--- src/sv/voxel_run_length_decoder_defines.svh ---
// Assertion macros used by the voxel run-length decoder datapath.
`ifndef VOXEL_RUN_LENGTH_DECODER_DEFINES_SVH
`define VOXEL_RUN_LENGTH_DECODER_DEFINES_SVH

// Condition must hold at every clock edge out of reset.
`define VRLD_ASSERT_ALWAYS(label, cond) \
  label: assert property (@(posedge clk) disable iff (!rst_n) (cond)) \
    else $error("vrld assertion failed");

// Consequent must hold in the cycle after the antecedent.
`define VRLD_ASSERT_NEXT(label, ante, cons) \
  label: assert property (@(posedge clk) disable iff (!rst_n) (ante) |=> (cons)) \
    else $error("vrld assertion failed");

`endif

--- src/sv/vrld_pkg.sv ---
// Shared types and constants of the voxel run-length decoder.
package vrld_pkg;

  localparam int DIM_W   = 9;
  localparam int POS_W   = 8;
  localparam int BYTE_W  = 8;
  localparam int ADDR_W  = 24;
  localparam int APB_AW  = 3;
  localparam int APB_DW  = 32;
  localparam int EH_W    = 17;
  localparam int EY_W    = 17;
  localparam int PROD_W  = EH_W + POS_W;

  typedef logic [DIM_W-1:0]  dim_t;
  typedef logic [POS_W-1:0]  pos_t;
  typedef logic [BYTE_W-1:0] byte_t;
  typedef logic [ADDR_W-1:0] addr_t;

  localparam dim_t MIN_EDGE   = 9'd8;
  localparam dim_t MAX_EDGE   = 9'd256;
  localparam dim_t RST_EDGE   = 9'd32;
  localparam dim_t RST_HEIGHT = 9'd32;

  typedef enum logic {
    REG_GRID_EDGE   = 1'b0,
    REG_GRID_HEIGHT = 1'b1
  } reg_idx_t;

  typedef enum logic [1:0] {
    ST_IDLE,
    ST_SEG,
    ST_MUL,
    ST_EMIT
  } state_t;

  typedef struct packed {
    logic load;
    logic step;
    logic mul;
    logic emit;
  } cmd_t;

  typedef struct packed {
    logic more;
    logic kept;
    logic out_free;
  } sts_t;

endpackage

--- src/sv/vrld_if.sv ---
// Valid/ready stream interfaces for input pairs and output segments.
interface vrld_in_if;
  logic                 valid;
  logic                 ready;
  logic                 new_volume;
  vrld_pkg::byte_t      value_byte;
  vrld_pkg::byte_t      run_length;

  modport source (output valid, new_volume, value_byte, run_length, input ready);
  modport sink   (input valid, new_volume, value_byte, run_length, output ready);
endinterface

interface vrld_out_if;
  logic                 valid;
  logic                 ready;
  logic                 occupied;
  vrld_pkg::addr_t      start_address;
  vrld_pkg::dim_t       segment_length;
  logic                 last;

  modport source (output valid, occupied, start_address, segment_length, last, input ready);
  modport sink   (input valid, occupied, start_address, segment_length, last, output ready);
endinterface

--- src/sv/vrld_cfg.sv ---
// APB configuration registers (grid edge and grid height) with saturation.
module vrld_cfg (
  input  logic                          clk,
  input  logic                          rst_n,
  input  logic                          psel,
  input  logic                          penable,
  input  logic                          pwrite,
  input  logic [vrld_pkg::APB_AW-1:0]   paddr,
  input  logic [vrld_pkg::APB_DW-1:0]   pwdata,
  output logic [vrld_pkg::APB_DW-1:0]   prdata,
  output logic                          pready,
  output vrld_pkg::dim_t                grid_edge,
  output vrld_pkg::dim_t                grid_height,
  output logic                          edge_wr
);

  vrld_pkg::dim_t     grid_edge_r, grid_edge_nxt;
  vrld_pkg::dim_t     grid_height_r, grid_height_nxt;
  vrld_pkg::dim_t     wval;
  vrld_pkg::dim_t     edge_sat;
  vrld_pkg::dim_t     height_sat;
  vrld_pkg::reg_idx_t idx;
  logic               wr_en;

  assign pready = 1'b1;
  assign idx    = vrld_pkg::reg_idx_t'(paddr[2]);
  assign wr_en  = psel && penable && pwrite && pready;
  assign wval   = pwdata[vrld_pkg::DIM_W-1:0];

  always_comb begin
    if (wval < vrld_pkg::MIN_EDGE) begin
      edge_sat = vrld_pkg::MIN_EDGE;
    end else if (wval > vrld_pkg::MAX_EDGE) begin
      edge_sat = vrld_pkg::MAX_EDGE;
    end else begin
      edge_sat = wval;
    end
    height_sat = (wval > vrld_pkg::MAX_EDGE) ? vrld_pkg::MAX_EDGE : wval;
  end

  always_comb begin
    grid_edge_nxt   = grid_edge_r;
    grid_height_nxt = grid_height_r;
    edge_wr         = 1'b0;
    if (wr_en) begin
      unique case (idx)
        vrld_pkg::REG_GRID_EDGE: begin
          grid_edge_nxt = edge_sat;
          edge_wr       = 1'b1;
        end
        vrld_pkg::REG_GRID_HEIGHT: begin
          grid_height_nxt = height_sat;
        end
        default: begin
          grid_edge_nxt = grid_edge_r;
        end
      endcase
    end
  end

  always_comb begin
    unique case (idx)
      vrld_pkg::REG_GRID_EDGE:   prdata = vrld_pkg::APB_DW'(grid_edge_r);
      vrld_pkg::REG_GRID_HEIGHT: prdata = vrld_pkg::APB_DW'(grid_height_r);
      default:                   prdata = '0;
    endcase
  end

  always_ff @(posedge clk) begin
    if (!rst_n) begin
      grid_edge_r   <= vrld_pkg::RST_EDGE;
      grid_height_r <= vrld_pkg::RST_HEIGHT;
    end else begin
      grid_edge_r   <= grid_edge_nxt;
      grid_height_r <= grid_height_nxt;
    end
  end

  assign grid_edge   = grid_edge_r;
  assign grid_height = grid_height_r;

endmodule

--- src/sv/vrld_ctrl.sv ---
// Controller state machine sequencing segment extraction for each input pair.
module vrld_ctrl (
  input  logic           clk,
  input  logic           rst_n,
  input  logic           in_valid,
  output logic           in_ready,
  input  vrld_pkg::sts_t sts,
  output vrld_pkg::cmd_t cmd
);

  vrld_pkg::state_t state_r, state_nxt;

  always_comb begin
    state_nxt = state_r;
    unique case (state_r)
      vrld_pkg::ST_IDLE: begin
        if (in_valid) begin
          state_nxt = vrld_pkg::ST_SEG;
        end
      end
      vrld_pkg::ST_SEG: begin
        if (!sts.more) begin
          state_nxt = vrld_pkg::ST_IDLE;
        end else if (sts.kept) begin
          state_nxt = vrld_pkg::ST_MUL;
        end
      end
      vrld_pkg::ST_MUL: begin
        state_nxt = vrld_pkg::ST_EMIT;
      end
      vrld_pkg::ST_EMIT: begin
        if (sts.out_free) begin
          state_nxt = vrld_pkg::ST_SEG;
        end
      end
      default: begin
        state_nxt = vrld_pkg::ST_IDLE;
      end
    endcase
  end

  always_comb begin
    in_ready = 1'b0;
    cmd      = '0;
    unique case (state_r)
      vrld_pkg::ST_IDLE: begin
        in_ready = 1'b1;
        cmd.load = in_valid;
      end
      vrld_pkg::ST_SEG: begin
        cmd.step = sts.more;
      end
      vrld_pkg::ST_MUL: begin
        cmd.mul = 1'b1;
      end
      vrld_pkg::ST_EMIT: begin
        cmd.emit = sts.out_free;
      end
      default: begin
        cmd = '0;
      end
    endcase
  end

  always_ff @(posedge clk) begin
    if (!rst_n) begin
      state_r <= vrld_pkg::ST_IDLE;
    end else begin
      state_r <= state_nxt;
    end
  end

endmodule

--- src/sv/vrld_dp.sv ---
// Datapath: voxel position, run splitting, address arithmetic and output register.
`include "voxel_run_length_decoder_defines.svh"

module vrld_dp (
  input  logic                 clk,
  input  logic                 rst_n,
  input  vrld_pkg::dim_t       grid_edge,
  input  vrld_pkg::dim_t       grid_height,
  input  logic                 edge_wr,
  input  logic                 new_volume,
  input  vrld_pkg::byte_t      value_byte,
  input  vrld_pkg::byte_t      run_length,
  input  vrld_pkg::cmd_t       cmd,
  output vrld_pkg::sts_t       sts,
  vrld_out_if.source           out_ch
);

  vrld_pkg::pos_t   pos_y_r, pos_y_nxt;
  vrld_pkg::pos_t   pos_z_r, pos_z_nxt;
  vrld_pkg::dim_t   pos_x_r, pos_x_nxt;
  vrld_pkg::byte_t  rem_r, rem_nxt;
  logic             occ_r;

  logic [vrld_pkg::EH_W-1:0]   eh_r;
  logic [vrld_pkg::EY_W-1:0]   ey_r;
  vrld_pkg::pos_t              zinv_r;
  vrld_pkg::dim_t              x_r;
  vrld_pkg::dim_t              keep_r;
  logic                        last_seg_r;
  logic [vrld_pkg::PROD_W-1:0] prod_r;

  logic                        out_valid_r;
  logic                        occupied_r;
  vrld_pkg::addr_t             start_address_r;
  vrld_pkg::dim_t              segment_length_r;
  logic                        last_r;

  vrld_pkg::dim_t   y_ext;
  vrld_pkg::dim_t   span;
  vrld_pkg::dim_t   rem_ext;
  vrld_pkg::dim_t   seg;
  vrld_pkg::dim_t   hspan;
  vrld_pkg::dim_t   keep;
  vrld_pkg::dim_t   y_sum;
  vrld_pkg::dim_t   z_inc;
  vrld_pkg::dim_t   x_step;
  vrld_pkg::dim_t   zinv_full;
  vrld_pkg::byte_t  rem_after;
  logic             wrap_y;
  logic             wrap_z;
  logic             seg_last;
  logic [17:0]      eh_full;
  logic [17:0]      ey_full;
  logic [vrld_pkg::PROD_W:0] addr_sum;
  logic             len_ok;

  // Split the current run at the end of the column and clip it at the height.
  always_comb begin
    y_ext     = {1'b0, pos_y_r};
    rem_ext   = {1'b0, rem_r};
    span      = grid_edge - y_ext;
    seg       = (rem_ext < span) ? rem_ext : span;
    hspan     = grid_height - y_ext;
    keep      = (hspan < seg) ? hspan : seg;
    y_sum     = y_ext + seg;
    z_inc     = {1'b0, pos_z_r} + 9'd1;
    wrap_y    = (y_sum >= grid_edge);
    wrap_z    = (z_inc >= grid_edge);
    x_step    = (wrap_y && wrap_z) ? pos_x_r + 9'd1 : pos_x_r;
    rem_after = rem_r - seg[vrld_pkg::POS_W-1:0];
    // Any later segment of this run starts at the column base and is kept,
    // so this one is final only when the run or the volume ends here.
    seg_last  = (rem_after == '0) || (x_step >= grid_edge);
    zinv_full = grid_edge - 9'd1 - {1'b0, pos_z_r};
    eh_full   = 18'(grid_edge) * 18'(grid_height);
    ey_full   = 18'(grid_edge) * 18'(y_ext);
    addr_sum  = (vrld_pkg::PROD_W+1)'(prod_r) + (vrld_pkg::PROD_W+1)'(ey_r)
              + (vrld_pkg::PROD_W+1)'(x_r);
  end

  always_comb begin
    sts.more     = (rem_r != '0) && (pos_x_r < grid_edge);
    sts.kept     = (y_ext < grid_height);
    sts.out_free = !out_valid_r || out_ch.ready;
  end

  always_comb begin
    pos_y_nxt = pos_y_r;
    pos_z_nxt = pos_z_r;
    pos_x_nxt = pos_x_r;
    rem_nxt   = rem_r;
    priority if (edge_wr) begin
      pos_y_nxt = '0;
      pos_z_nxt = '0;
      pos_x_nxt = '0;
    end else if (cmd.load) begin
      rem_nxt = run_length;
      if (new_volume) begin
        pos_y_nxt = '0;
        pos_z_nxt = '0;
        pos_x_nxt = '0;
      end
    end else if (cmd.step) begin
      rem_nxt   = rem_after;
      pos_x_nxt = x_step;
      if (wrap_y) begin
        pos_y_nxt = '0;
        pos_z_nxt = wrap_z ? '0 : z_inc[vrld_pkg::POS_W-1:0];
      end else begin
        pos_y_nxt = y_sum[vrld_pkg::POS_W-1:0];
      end
    end else begin
      rem_nxt = rem_r;
    end
  end

  always_ff @(posedge clk) begin
    if (!rst_n) begin
      pos_y_r <= '0;
      pos_z_r <= '0;
      pos_x_r <= '0;
      rem_r   <= '0;
    end else begin
      pos_y_r <= pos_y_nxt;
      pos_z_r <= pos_z_nxt;
      pos_x_r <= pos_x_nxt;
      rem_r   <= rem_nxt;
    end
  end

  always_ff @(posedge clk) begin
    if (cmd.load) begin
      occ_r <= (value_byte != '0);
    end
    if (cmd.step) begin
      eh_r       <= eh_full[vrld_pkg::EH_W-1:0];
      ey_r       <= ey_full[vrld_pkg::EY_W-1:0];
      zinv_r     <= zinv_full[vrld_pkg::POS_W-1:0];
      x_r        <= pos_x_r;
      keep_r     <= keep;
      last_seg_r <= seg_last;
    end
    if (cmd.mul) begin
      prod_r <= vrld_pkg::PROD_W'(eh_r) * vrld_pkg::PROD_W'(zinv_r);
    end
    if (cmd.emit) begin
      occupied_r       <= occ_r;
      start_address_r  <= addr_sum[vrld_pkg::ADDR_W-1:0];
      segment_length_r <= keep_r;
      last_r           <= last_seg_r;
    end
  end

  always_ff @(posedge clk) begin
    if (!rst_n) begin
      out_valid_r <= 1'b0;
    end else if (cmd.emit) begin
      out_valid_r <= 1'b1;
    end else if (out_ch.ready) begin
      out_valid_r <= 1'b0;
    end
  end

  assign out_ch.valid          = out_valid_r;
  assign out_ch.occupied       = occupied_r;
  assign out_ch.start_address  = start_address_r;
  assign out_ch.segment_length = segment_length_r;
  assign out_ch.last           = last_r;

  assign len_ok = out_valid_r && (segment_length_r != '0) && (segment_length_r <= grid_edge);

  `VRLD_ASSERT_ALWAYS(a_pos_y_in_column, y_ext < grid_edge)
  `VRLD_ASSERT_ALWAYS(a_pos_x_in_volume, pos_x_r <= grid_edge)
  `VRLD_ASSERT_NEXT(a_emit_len_valid, cmd.emit, len_ok)

endmodule

--- src/sv/voxel_run_length_decoder.sv ---
// A pair is taken only from the idle state. Each kept segment then passes the split,
// multiply and add steps, the add waiting while the output register is full; each
// dropped one only steps the position, and a final step closes the pair. One pair is
// worked at a time in the segment sequencer.
// The output register holds a finished segment while the next one is computed.
// Synchronous active-low reset: grid edge and height return to 32, position to zero.
module voxel_run_length_decoder (
  input  logic                          clk,
  input  logic                          rst_n,
  vrld_in_if.sink                       in_ch,
  vrld_out_if.source                    out_ch,
  input  logic                          psel,
  input  logic                          penable,
  input  logic                          pwrite,
  input  logic [vrld_pkg::APB_AW-1:0]   paddr,
  input  logic [vrld_pkg::APB_DW-1:0]   pwdata,
  output logic [vrld_pkg::APB_DW-1:0]   prdata,
  output logic                          pready
);

  // Current configuration, and a pulse that restarts the position when the
  // edge length is rewritten.
  vrld_pkg::dim_t grid_edge;
  vrld_pkg::dim_t grid_height;
  logic           edge_wr;

  // Command and status between the sequencer and the datapath.
  vrld_pkg::cmd_t cmd;
  vrld_pkg::sts_t sts;

  vrld_cfg u_cfg (
    .clk         (clk),
    .rst_n       (rst_n),
    .psel        (psel),
    .penable     (penable),
    .pwrite      (pwrite),
    .paddr       (paddr),
    .pwdata      (pwdata),
    .prdata      (prdata),
    .pready      (pready),
    .grid_edge   (grid_edge),
    .grid_height (grid_height),
    .edge_wr     (edge_wr)
  );

  // The controller takes a new input transaction only from its idle state,
  // then walks the run one column segment at a time.
  vrld_ctrl u_ctrl (
    .clk      (clk),
    .rst_n    (rst_n),
    .in_valid (in_ch.valid),
    .in_ready (in_ch.ready),
    .sts      (sts),
    .cmd      (cmd)
  );

  // The datapath keeps the voxel position, computes
  // E*H*(E-1-z) + E*y + x for every kept segment and owns the output register.
  vrld_dp u_dp (
    .clk         (clk),
    .rst_n       (rst_n),
    .grid_edge   (grid_edge),
    .grid_height (grid_height),
    .edge_wr     (edge_wr),
    .new_volume  (in_ch.new_volume),
    .value_byte  (in_ch.value_byte),
    .run_length  (in_ch.run_length),
    .cmd         (cmd),
    .sts         (sts),
    .out_ch      (out_ch)
  );

endmodule

--- src/flat_wrapper.sv ---
// flat-port wrapper written by rule: the top's interface ports become plain ports
module voxel_run_length_decoder_flat 
  (clk, rst_n, psel, penable, pwrite, paddr, pwdata, prdata, pready, in_ch_valid, in_ch_new_volume, in_ch_value_byte, in_ch_run_length, in_ch_ready, out_ch_valid, out_ch_occupied, out_ch_start_address, out_ch_segment_length, out_ch_last, out_ch_ready);
  vrld_in_if in_ch_i ();
  vrld_out_if out_ch_i ();
  input  logic clk;
  input  logic rst_n;
  input  logic psel;
  input  logic penable;
  input  logic pwrite;
  input  logic [vrld_pkg::APB_AW-1:0] paddr;
  input  logic [vrld_pkg::APB_DW-1:0] pwdata;
  output logic [vrld_pkg::APB_DW-1:0] prdata;
  output logic pready;
  input wire logic [$bits(in_ch_i.valid)-1:0] in_ch_valid;
  input wire logic [$bits(in_ch_i.new_volume)-1:0] in_ch_new_volume;
  input wire logic [$bits(in_ch_i.value_byte)-1:0] in_ch_value_byte;
  input wire logic [$bits(in_ch_i.run_length)-1:0] in_ch_run_length;
  output wire logic [$bits(in_ch_i.ready)-1:0] in_ch_ready;
  output wire logic [$bits(out_ch_i.valid)-1:0] out_ch_valid;
  output wire logic [$bits(out_ch_i.occupied)-1:0] out_ch_occupied;
  output wire logic [$bits(out_ch_i.start_address)-1:0] out_ch_start_address;
  output wire logic [$bits(out_ch_i.segment_length)-1:0] out_ch_segment_length;
  output wire logic [$bits(out_ch_i.last)-1:0] out_ch_last;
  input wire logic [$bits(out_ch_i.ready)-1:0] out_ch_ready;
  assign in_ch_i.valid = in_ch_valid;
  assign in_ch_i.new_volume = in_ch_new_volume;
  assign in_ch_i.value_byte = in_ch_value_byte;
  assign in_ch_i.run_length = in_ch_run_length;
  assign in_ch_ready = in_ch_i.ready;
  assign out_ch_valid = out_ch_i.valid;
  assign out_ch_occupied = out_ch_i.occupied;
  assign out_ch_start_address = out_ch_i.start_address;
  assign out_ch_segment_length = out_ch_i.segment_length;
  assign out_ch_last = out_ch_i.last;
  assign out_ch_i.ready = out_ch_ready;
  voxel_run_length_decoder u_core (.clk(clk), .rst_n(rst_n), .in_ch(in_ch_i), .out_ch(out_ch_i), .psel(psel), .penable(penable), .pwrite(pwrite), .paddr(paddr), .pwdata(pwdata), .prdata(prdata), .pready(pready));
endmodule
--- config.mk ---
export PLATFORM = sky130hd
export DESIGN_NAME = voxel_run_length_decoder_flat
export DESIGN_NICKNAME = d
export VERILOG_FILES = /design/src/sv/vrld_pkg.sv /design/src/sv/vrld_if.sv /design/src/sv/vrld_cfg.sv /design/src/sv/vrld_ctrl.sv /design/src/sv/vrld_dp.sv /design/src/sv/voxel_run_length_decoder.sv /design/src/flat_wrapper.sv
export VERILOG_INCLUDE_DIRS = /design/src /design/src/sv
export SDC_FILE = /design/constraint.sdc
export NUM_CORES = 1
export LEC_CHECK = 0
export BUFFER_PORTS_ARGS = -buffer_cell sky130_fd_sc_hd__clkbuf_2
export CAP_MARGIN = 10
export CORE_ASPECT_RATIO = 0.8
export CORE_MARGIN = 2
export CORE_UTILIZATION = 50
export DETAILED_ROUTE_END_ITERATION = 6
export PLACE_DENSITY = 0.66
export SYNTH_ARGS = -nofsm -noshare
export SYNTH_HDL_FRONTEND = slang
export SYNTH_SLANG_ARGS = --single-unit
--- constraint.sdc ---
create_clock -name clk -period 17.1 [get_ports clk]
set_input_delay 1.71 -clock clk [delete_from_list [all_inputs] [get_ports clk]]
set_output_delay 1.71 -clock clk [all_outputs]
set_load 0.01 [all_outputs]
# --- Yosys cells after proc, flatten, opt, wreduce, memory -nomap -nowiden ---
# Index checks and enable logic that the tools add are counted.
# W data, S select, Z words.
totals:
  ff_bits: 175
  input_bits: 59
  out_inout_bits: 70
classes:
  add_sub_neg: 10
  mul: 3
  magnitude_cmp: 9
  eq_ne: 7
  n_mux: 33
  bitwise: 3
  reduce_logical: 21
op_table:
  columns: ["operator", "count"]
  rows:
  - ["$mux W8", 10]
  - ["$mux W9", 8]
  - ["$pmux W32 S2", 1]
  - ["$ge A9 B9 Y1", 3]
  - ["$add A24 B17 Y24", 1]
  - ["$add A24 B9 Y24", 1]
  - ["$mul A17 B8 Y24", 1]
  - ["$lt A8 B9 Y1", 2]
  - ["$lt A9 B9 Y1", 2]
  - ["$sub A9 B8 Y9", 2]
  - ["$mul A9 B8 Y17", 1]
  - ["$mul A9 B9 Y17", 1]
  - ["$reduce_bool A8 Y1", 2]
  - ["$sub A8 B8 Y8", 2]
  - ["$add A8 B1 Y9 const B", 1]
  - ["$add A8 B9 Y9", 1]
  - ["$add A9 B1 Y9 const B", 1]
  - ["$gt A9 B9 Y1 const B", 1]
  - ["$lt A9 B4 Y1 const B", 1]
  - ["$mux W1", 9]
  - ["$logic_not A8 Y1", 1]
  - ["$mux W2", 4]
  - ["$pmux W2 S4", 1]
  - ["$reduce_and A2 Y1", 4]
  - ["other kinds (13)", 25]

# --- Longest topological paths before layout ---
depth:
  depth_word: 9
  mapped_depth: 43
  depth_no_buf: 41

# --- By module ---
# Synthesis repeated with hierarchy kept, for this count alone.
unflattened:
  hier_cells: 1963
  hier_area_um2: 19193.4
by_module_without_submodules:
  columns: ["module", "n_inst", "cells_each", "area_per_inst_um2"]
  rows:
  - ["vrld_dp", 1, 1820, 17936.0]
  - ["vrld_cfg", 1, 121, 1059.8]
  - ["vrld_ctrl", 1, 22, 197.7]

# --- Worst setup path before layout ---
# OpenSTA, ideal clock, no wires.
synth_timing:
  path_type: "register to register"
  start: "register u_core.u_cfg.grid_edge_r[0] (netlist: u_core.u_cfg.grid_edge[0])"
  end: "register u_core.u_dp.last_seg_r (data pin)"
  setup_time_ns: 0.261
  arrival_ns: 7.942
  t_required_ns: 16.839
  setup_slack_ns: 8.898
  path_stages_with_launch: 43
  path_buffers: 3
  synth_period_minus_slack_ns: 8.202
  cell_sequence: "dfxtp_1 > clkbuf_1 > clkinv_1 > ha_1 > fa_1 > and2b_1 > o2111ai_1 > nand2_1 > nor2_1 > xnor2_1 > inv_1 > ha_1 > a2111oi_0 > o21ai_0 > a21oi_1 > a211o_1 > buf_2 > nand2_1 > [... 7 more ...] > nor2_1 > xnor2_1 > ha_1 > a2111oi_0 > nand3_1 > a31oi_1 > nor3_1 > clkbuf_1 > xnor2_1 > ha_1 > nand2b_1 > a21o_1 > a21o_1 > a21o_1 > a211oi_1 > o21bai_1 > a21o_1 > a221o_1"
synth_between:
  elab_chain_len: 9
  elab_cells_between_ends: 12
synth_lines:
  columns: ["item", "line_no", "text"]
  rows:
  - ["start, declared", "vrld_cfg.sv:17", "vrld_pkg::dim_t grid_edge_r, grid_edge_nxt;"]
  - ["start signal, assigned", "vrld_cfg.sv:71", "grid_edge_r <= vrld_pkg::RST_EDGE;"]
  - ["start signal, assigned", "vrld_cfg.sv:74", "grid_edge_r <= grid_edge_nxt;"]
  - ["$sub A9 B8 Y9", "vrld_dp.sv:61", "span = grid_edge - y_ext;"]
  - ["$lt A8 B9 Y1", "vrld_dp.sv:62", "seg = (rem_ext < span) ? rem_ext : span;"]
  - ["$mux W9", "vrld_dp.sv:62", null]
  - ["$add A8 B9 Y9", "vrld_dp.sv:65", "y_sum = y_ext + seg;"]
  - ["$ge A9 B9 Y1", "vrld_dp.sv:67", "wrap_y = (y_sum >= grid_edge);"]
  - ["$logic_and A1 B1 Y1", "vrld_dp.sv:69", "x_step = (wrap_y && wrap_z) ? pos_x_r + 9'd1 : pos_x_r;"]
  - ["$mux W9", "vrld_dp.sv:69", null]
  - ["$ge A9 B9 Y1", "vrld_dp.sv:73", "seg_last = (rem_after == '0) || (x_step >= grid_edge);"]
  - ["$logic_or A1 B1 Y1 (*)", "vrld_dp.sv:73", null]
  - ["net u_core.u_dp.seg_last", "vrld_dp.sv:51", "logic seg_last;"]
  - ["end signal, assigned", "vrld_dp.sv:141", "last_seg_r <= seg_last;"]
  - ["end, declared", "vrld_dp.sv:29", "logic last_seg_r;"]
# Mark *: on every way through the listed nets, which the timed path passes. The rest lies on a longest branch.
# A chain may end at the register's enable or synchronous reset.

# --- Worst setup path in the final report ---
# Ends and elaborated chain as after synthesis.

==> flow_summary.json <==
{
  "status": "finished, final reports clean",
  "ys_warn_count": 0,
  "finalSetupViolCount": 0,
  "final_cell_mix": "inv_1, nand2_1, ha_1, fa_1, edfxtp_1",
  "path_common_cell": "ha_1",
  "max_freq_mhz": 99.2,
  "min_period_ns": 10.08,
  "core_mm2": 0.0380,
  "worstPathArrival_ns": 10.30,
  "path_buf_inv": 5,
  "synthArstFlopShare_pct": 0,
  "gr-total-overflow": 0,
  "dp_hpwl_um": 34400,
  "clk_pin_slew_ns": 0.08,
  "synth_enable_flop_cells": 121,
  "slowest_delay_ns": 0.78,
  "cts.sink_count": 175,
  "viasPerCell": 5.51,
  "cpMaxStageDelayCell": "dfxtp_1",
  "diodes": 0,
  "yosysSeqAreaShare_pct": 24.5,
  "grt_setup_unrepaired": "no",
  "h-tree-depth": 4,
  "placementRows": 64,
  "initial_core_util_pct": 50.5,
  "worst_pin_slew_ns": 1.06,
  "synth_top_flop_cell": "edfxtp_1",
  "grtUsageTotal_pct": 23.4,
  "maxCapViolations": 0,
  "worst_hold_path_type": "flop to flop",
  "routed_wl_um": 43700,
  "yosysTopAreaCell": "fa_1",
  "final_common_cell": "inv_1",
  "ys_top_cells_by_area": "fa_1, edfxtp_1, ha_1",
  "clock-skew-final_ns": 0.0140,
  "placedCellCount": 2543,
  "grt_max_degree": 64,
  "vias": 14200,
  "synthDistinctLibCells": 69,
  "cts_setup_buffers": 0,
  "setup-tns-final_ns": 0,
  "grt_pass1_wl_um": 73300,
  "postPlaceCellArea_mm2": 0.0200,
  "slew_violations": 0,
  "dieHeight_um": 179,
  "wl_per_cell_um": 17.0,
  "max_slew_margin_pct": 29.1,
  "drtIter0Drc": 1011,
  "layout.cells.non_filler": 2575,
  "drc_errors": 0,
  "critical-path-top-delay-family": "compound AO/OA/AOI/OAI gates",
  "cts-root-buf": "clkbuf_16",
  "clk-insertion-delay-late_ns": 0.47,
  "numCtsBuffers": 17,
  "io_buffers": 79,
  "drt_pass1_iterations": 5,
  "critPathKind": "flop to flop",
  "ios": 129,
  "cp_data_required_time_ns": 17.32,
  "synth_area_per_cell_um2": 9.53,
  "yosys.area.top_type_share_pct": 20.3,
  "fin_area_mm2": 0.0206,
  "netlist_instances": 2016,
  "critPathMaxFanout": 16,
  "cts_hold_buf": 0,
  "grt_pass1_vias": 14400,
  "antenna_found_initial": 0,
  "cts_tree": "yes",
  "synth_seq_cells": 175,
  "drive_above_1_share_pct": 6.83,
  "startpoint_type": "flop",
  "cts_resized": 0,
  "syn_area_mm2": 0.0192,
  "die_area_mm2": 0.0400,
  "min_period_over_period_pct": 58.9,
  "ant_nets": 0,
  "place_congestion": 0.937,
  "finalHoldViolations": 0,
  "crit_path_end_kind": "flop",
  "fin_nets": 2565,
  "areaGrowthSynthToFinish_pct": 7.01,
  "cts_max_path_buffers": 2,
  "die_width_um": 223
}
==> synth_stat cells, types with 30 or more instances <==
cell,n
inv_1,271
nand2_1,245
ha_1,244
fa_1,195
edfxtp_1,121
and2_1,97
nor2_1,96
a21oi_1,86
xnor2_1,79
o21ai_0,57
dfxtp_1,54
clkbuf_1,51
nand3_1,38
a21o_1,37
nor2b_1,30
==> layout make-up <==
class	instances	area, µm²
Clock inverter	12	93.8
Multi-Input combinational cell	1512	13200
Sequential cell	175	4710
Tap cell	495	619
Clock buffer	20	468
Timing Repair Buffer	87	455
Inverter	274	1030
Fill cell	3422	17500
==> state kept, by name, summed over array words and instances, names as in the netlist, 2 cells and up <==
| name | flops |
|---|---|
| u_core.u_dp.out_ch.start_address | 24 |
| u_core.u_dp.prod_r | 24 |
| u_core.u_dp.eh_r | 17 |
| u_core.u_dp.ey_r | 17 |
| u_core.u_cfg.grid_edge | 9 |
| u_core.u_cfg.grid_height | 9 |
| u_core.u_dp.keep_r | 9 |
| u_core.u_dp.out_ch.segment_length | 9 |
| u_core.u_dp.pos_x_r | 9 |
| u_core.u_dp.x_r | 9 |
| u_core.u_dp.pos_y_r | 8 |
| u_core.u_dp.pos_z_r | 8 |
| u_core.u_dp.rem_r | 8 |
| u_core.u_dp.zinv_r | 8 |
| u_core.u_ctrl.state_r | 2 |
==> routing by layer <==
layer	track usage (%)	wire (µm)
met3	4.15	2680
met4	6.66	741
met5	0	0
met2	37.5	19400
met1	32.9	20900
==> through the flow <==
stage | hold WS (ns) | util [%] | setup WS, ns
after floorplan | 0.400 | - | 8.90
after global placement | 0.404 | 52.6 | 7.31
after detailed placement | 0.409 | 52.6 | 7.15
after CTS | 0.427 | 54.0 | 7.11
after global routing | 0.440 | 54.0 | 6.31
final | 0.426 | 54.0 | 7.02
==> worst paths after layout <==
kind	start	endpoint	slack, ns	depth (start not counted)
max	u_core.u_cfg.grid_edge[0]	u_core.u_dp.last_seg_r	7.02	41
min reg2reg	u_core.u_dp.keep_r[2]	u_core.u_dp.out_ch.segment_length[2]	0.43	0
max reg2reg	u_core.u_cfg.grid_edge[0]	u_core.u_dp.last_seg_r	7.02	41
min	u_core.u_dp.keep_r[2]	u_core.u_dp.out_ch.segment_length[2]	0.43	0
==> cell families (layout without fill, tap and decap cells) <==
| group | after synthesis | count (layout) | synth area share, % |
|---|---|---|---|
| AO/OA/AOI/OAI | 308 | 308 | 10.5 |
| XOR/XNOR | 107 | 107 | 4.95 |
| adder cells (fa/ha/maj) | 439 | 439 | 36.2 |
| buffers and inverters | 352 | 393 | 7.35 |
| flip-flops | 175 | 175 | 24.5 |
| multiplexers | 19 | 19 | 1.07 |
| other | 2 | 25 | 0.0391 |
| AND/OR/NAND/NOR | 614 | 614 | 15.3 |
Power is not shown: default switching activity piles up to over one toggle a cycle in this logic, so the estimate is an artifact.
